### src/ncrd_ram.sv
module ncrd_ram #(
  parameter int unsigned Width = 8,
  parameter int unsigned Depth = 256
) (
  input  logic                     clk_i,
  input  logic                     we_i,
  input  logic [$clog2(Depth)-1:0] addr_i,
  input  logic [Width-1:0]         wdata_i,
  output logic [Width-1:0]         rdata_o
);

  logic [Width-1:0] mem [Depth];

  always_ff @(posedge clk_i) begin
    if (we_i) begin
      mem[addr_i] <= wdata_i;
    end
    rdata_o <= mem[addr_i];
  end

endmodule

### config.mk
export PLATFORM = sky130hd
export DESIGN_NAME = ncrd_ram
export DESIGN_NICKNAME = d
export VERILOG_FILES = /design/src/ncrd_ram.sv
export SDC_FILE = /design/constraint.sdc
export NUM_CORES = 2
export LEC_CHECK = 0
export ABC_AREA = 1
export BUFFER_PORTS_ARGS = -buffer_cell sky130_fd_sc_hd__buf_2
export CORE_ASPECT_RATIO = 1.25
export CORE_UTILIZATION = 30
export DETAILED_ROUTE_END_ITERATION = 8
export GPL_TIMING_DRIVEN = 0
export PLACE_DENSITY = 0.44
export SETUP_SLACK_MARGIN = 0.3
export SLEW_MARGIN = 20
export SYNTH_ARGS = -nofsm -noshare
export SYNTH_HDL_FRONTEND = slang
export SYNTH_SLANG_ARGS = --single-unit
### constraint.sdc
create_clock -name clk_i -period 2.48 [get_ports clk_i]
set_input_delay 0.248 -clock clk_i [delete_from_list [all_inputs] [get_ports clk_i]]
set_output_delay 0.248 -clock clk_i [all_outputs]
set_load 0.005 [all_outputs]
Word-level counts from Yosys, hierarchy flattened

Memory sizes are Yosys's and may differ from the RTL's. A register that Yosys moved wholly into a read port is not among the register bits.
Cells that the tools add are included.

Bits in registers: 0
Bits in latches: 0
Bits in writable memories: 2048
Bits in read-only memories: 0
Input bits: 18
Output and inout bits: 8
Word-level logic and storage cells: 3
Memories: 1

Memory list:

| name | depth | bits a word | read ports | clocked after memory_dff | write ports | line | source |
|---|---|---|---|---|---|---|---|
| mem  | 256   | 8           | 1          | 1                        | 1           | 12   | `logic [Width-1:0] mem [Depth];` |

Add/sub/neg operators: 0
Multiply operators: 0
Div/mod/pow operators: 0
Order comparisons: 0
Eq/ne operators: 0
Shift-type cells: 0
Mux-type cells: 2
Bitwise logic cells: 0
Reductions and logical operators: 0

Operators by type and width:

| cell              | number |
|---|---|
| two-way mux 1 bit | 2 |

Longest topological paths before layout

Word-level depth: 2
Mapped depth: 15
Depth with buffers taken out: 13

Worst setup path after synthesis

Ideal clock, no wire load.

Kind: input-to-reg
Start point: in addr_i[1]
End point: mem mem[234][0] (enable)
Setup time: 0.370 ns
Arrival: 1.718 ns
Data required time: 2.110 ns
Setup slack: 0.392 ns
Stages on the path: 10
Buffers on the path: 4
Path through: buf_4 > inv_4 > nor2_8 > buf_4 > buf_4 > inv_2 > nor2_1 > nand2_1 > clkbuf_1 > nor2_1

RTL lines:

| item               | line | source |
|---|---|---|
| start: declaration | 7    | `input logic [$clog2(Depth)-1:0] addr_i,` |
| end: declaration   | 12   |  |

Straight into the memory's write port.

==> run_results.csv <==
group,metric,value,unit
run_status,outcome,"finished clean",
placed_design,buffer_ports.inserted,23,
die,dieHeight,597,um
power,post-layout-total-power,75.5,mW
clock_network,cts_max_level,4,
final_layout,fillcell_total,28200,
synthesis,synth_sequential_area_ratio,72.7,%
synthesis,synthTopCellsByCount,"sky130_fd_sc_hd__nand2_1, sky130_fd_sc_hd__edfxtp_1, sky130_fd_sc_hd__nor2_1",
routing,detail_route.first_pass.iterations,6,
hold_path,whs_path_depth,5,
power,irDropWorstVdd,0.501,mV
routing,drc_errors,0,
critical_path,worstRegToRegCells,12,
synthesis,syn-cell-area,84900,um^2
clock_network,tritoncts,"yes",
placed_design,dp_hpwl,209000,um
global_routing,grt_start_max_net_pins,96,
sta,final_min_period_over_clock_period,98.0,%
routing,antenna_violating_nets_left,0,
global_routing,first_global_vias,56000,
final_layout,layout-area-overhead-vs-synth,16.5,%
sta,timing.hold.ws,174,ps
routing,postRouteWirelength,295000,um
hold_path,min_delay_worst_endpoint,"rdata_o[5]",
critical_path,worst_r2r_startpoint,"mem[135][3]",
sta,setup_slack,48.7,ps
placed_design,dp_worst_setup_slack,-1970,ps
clock_network,clockBufferDepth,4,
synthesis,synth-edff-count,2048,
global_routing,grt_usage,20.5,%
clock_network,cts_num_sinks,2056,
routing,wire_per_inst,24.2,um
final_layout,final_nets,8321,
power,leakage,38.3,nW
hold_path,worstHoldStart,"addr_i[7]",
routing,number_of_drc_violations_after_detailed_routing_iteration_0,4383,
synthesis,synthCells,8021,
synthesis,synth_cell_types,18,
sta,setup_total_neg_slack,0,ps
critical_path,timing.critical_path.to_type,"register",
power,powerDensity,764,nW/um^2
final_layout,finalNonFillerCells,12200,
die,initial_core_util,30.3,%
global_routing,grt_pass1_wl,415000,um
sta,fmax,411,MHz
synthesis,synthTopCellsByArea,"sky130_fd_sc_hd__edfxtp_1, sky130_fd_sc_hd__nand2_1, sky130_fd_sc_hd__nor2_1",
sta,report.final.slew_viol_count,0,
die,die_width,478,um
global_routing,antenna_violations_before_repair,22,
sta,finalCriticalPeriod,2430,ps
synthesis,synth_top_cell_by_area,"sky130_fd_sc_hd__edfxtp_1",
critical_path,critPathKind,"in -> reg",
die,die_footprint,285000,um^2
clock_network,worst_skew_pair.late_latency,880,ps
sta,fin_worst_skew,46.9,ps
placed_design,placed_cells,11800,
die,core_area,280000,um^2
clock_network,cts_inserted_buffers,217,
synthesis,post-synth-top-count-cell,"sky130_fd_sc_hd__nand2_1",
routing,detail_route.vias_per_cell,4.58,
critical_path,critical_path_peak_fanout,10,
synthesis,synthArstFlopShare,0,%
sta,rsz_0062_raised_after_global_routing,"yes",
synthesis,ys.flop_type,"sky130_fd_sc_hd__edfxtp_1",
synthesis,yosys.area.top_type_share,72.5,%
synthesis,syn_area_per_cell,10.6,um^2
critical_path,timing.reg2reg.setup_slack,150,ps
synthesis,synth-seq-cells,2056,
global_routing,globalRoute.totalOverflow,0,
hold_path,hold_path_class,"in -> reg",
clock_network,clk_pin_slew,60,ps
die,ioPinCount,26,
sta,finalHoldViolations,0,
synthesis,mappedNetlistNets,8039,
job,max-cap-violations,0,
critical_path,worstPathArrival,3200,ps
placed_design,gp_routability_congestion,0.932,
critical_path,timing.rr.end,"rdata_o[3]",
sta,max-slew-margin-rel,22.9,%
sta,setup_viol,0,
critical_path,crit_required,3250,ps
clock_network,clockRootBuffer,"sky130_fd_sc_hd__clkbuf_16",
synthesis,synthesis.yosys.warnings,0,
final_layout,drive_gt1_share,10.3,%
critical_path,cp-start-kind,"input pin",
critical_path,critPathLaunch,"addr_i[2]",
die,floorplan.rows,217,
sta,tightestPinTransition,1150,ps
routing,detailroute.via_count,55800,
==> kinds of logic after synthesis <==
logic type	share of synthesized area [%]
and+or+nand+nor	23.8
AOI/OAI and AO/OA	1.13
DFF	72.7
buffers and inverters	2.36
==> critical path, cell delays in order <==
cell and delay (ps):
sky130_fd_sc_hd__buf_2 190, sky130_fd_sc_hd__inv_1 80, sky130_fd_sc_hd__nor2_1 310, sky130_fd_sc_hd__clkbuf_2 590
sky130_fd_sc_hd__buf_2 360, sky130_fd_sc_hd__nand2_1 260, sky130_fd_sc_hd__nand2_1 200, sky130_fd_sc_hd__o21ai_1 80
sky130_fd_sc_hd__nand2_1 230, sky130_fd_sc_hd__nor2_1 100, sky130_fd_sc_hd__nor2_1 170, sky130_fd_sc_hd__nor2_2 110
sky130_fd_sc_hd__nand2_1 230
==> worst max path at each step <==
stage	to	slack [ps]	cells past startpoint
2_1_floorplan	mem[234][0]	390	10
3_3_place_gp	mem[40][4]	-3820	1
3_5_place_dp	mem[128][5]	-1970	9
4_1_cts	rdata_o[5]	110	12
5_1_grt	mem[11][5]	80	6
6_report	rdata_o[3]	50	13
==> where the power goes <==
part	total (mW)	switching (mW)	internal [mW]
combinational	5.11	4.04	1.07
sequential	38.3	0.0229	38.3
clock	32.1	13.7	18.4
total	75.5	17.8	57.8
==> cells in the final DEF, fill, tap and decap left out, types with 2 or more instances in the layout <==
cell and count:
sky130_fd_sc_hd__nand2_1 4746, sky130_fd_sc_hd__edfxtp_1 2048, sky130_fd_sc_hd__clkbuf_16 222, sky130_fd_sc_hd__nand3_1 186, sky130_fd_sc_hd__buf_2 171, sky130_fd_sc_hd__nor2_1 149
sky130_fd_sc_hd__clkbuf_1 141, sky130_fd_sc_hd__o21ai_1 120, sky130_fd_sc_hd__nor2_2 114, sky130_fd_sc_hd__nor2_4 98, sky130_fd_sc_hd__clkbuf_2 63, sky130_fd_sc_hd__clkinv_1 55
sky130_fd_sc_hd__buf_1 37, sky130_fd_sc_hd__o21ai_0 37, sky130_fd_sc_hd__clkinv_2 37, sky130_fd_sc_hd__a21oi_1 32, sky130_fd_sc_hd__inv_1 31, sky130_fd_sc_hd__buf_16 27
sky130_fd_sc_hd__nand2_2 24, sky130_fd_sc_hd__clkbuf_4 20, sky130_fd_sc_hd__buf_4 20, sky130_fd_sc_hd__bufinv_16 20, sky130_fd_sc_hd__buf_6 16, sky130_fd_sc_hd__diode_2 12
sky130_fd_sc_hd__buf_8 12, sky130_fd_sc_hd__dlygate4sd3_1 8, sky130_fd_sc_hd__dfxtp_1 8, sky130_fd_sc_hd__clkbuf_8 6, sky130_fd_sc_hd__inv_4 3, sky130_fd_sc_hd__o21ai_2 3
sky130_fd_sc_hd__clkinv_4 3, sky130_fd_sc_hd__nand3_2 2, sky130_fd_sc_hd__clkinvlp_4 2, sky130_fd_sc_hd__clkinv_8 2, sky130_fd_sc_hd__buf_12 2
==> routing by layer <==
metal	part of all wire, %	wire length, um	vias up	global-route usage [%]
met3	4.0	11700	475	2.53
li1	-	-	27000	-
met1	41	120000	27100	24.6
met4	6.7	19800	6	12.5
met2	49	143000	1304	35.1
met5	0.012	34	-	0
==> registers in the layout, summed over array words and instances, names as in the netlist <==
| register | count |
|---|---|
| rdata_o | 8 |
| mem | 2048 |
==> per-stage QoR <==
stage	utilization (%)	cell area (um^2)
after global routing	35.2	98800
after CTS	35.1	98400
final	35.2	98800
after detailed placement	32.3	90500
after floorplan	-	84900
after global placement	32.0	89600
==> area by class of cell <==
cell class | instances | area, um^2 | share of cell area, %
Antenna cell | 12 | 30.0 | 0.0304
Multi-Input combinational cell | 5513 | 22300 | 22.6
Tap cell | 3723 | 4660 | 4.71
Timing Repair Buffer | 63 | 1080 | 1.09
Inverter | 35 | 139 | 0.141
Sequential cell | 2056 | 61700 | 62.4
Clock buffer | 265 | 5750 | 5.81
Clock inverter | 119 | 1070 | 1.08
Buffer | 417 | 2170 | 2.20
==> timing repair <==
item,in CTS,in global routing
hold buffers,8,0
endpoints found under the hold margin,347,0
endpoints found under the setup margin,1944,1600
buffers inserted,4,1
gates resized for setup,329,186
pin swaps,2,3
gates cloned,0,0
No activity file was read; power rests on OpenSTA's default activity.
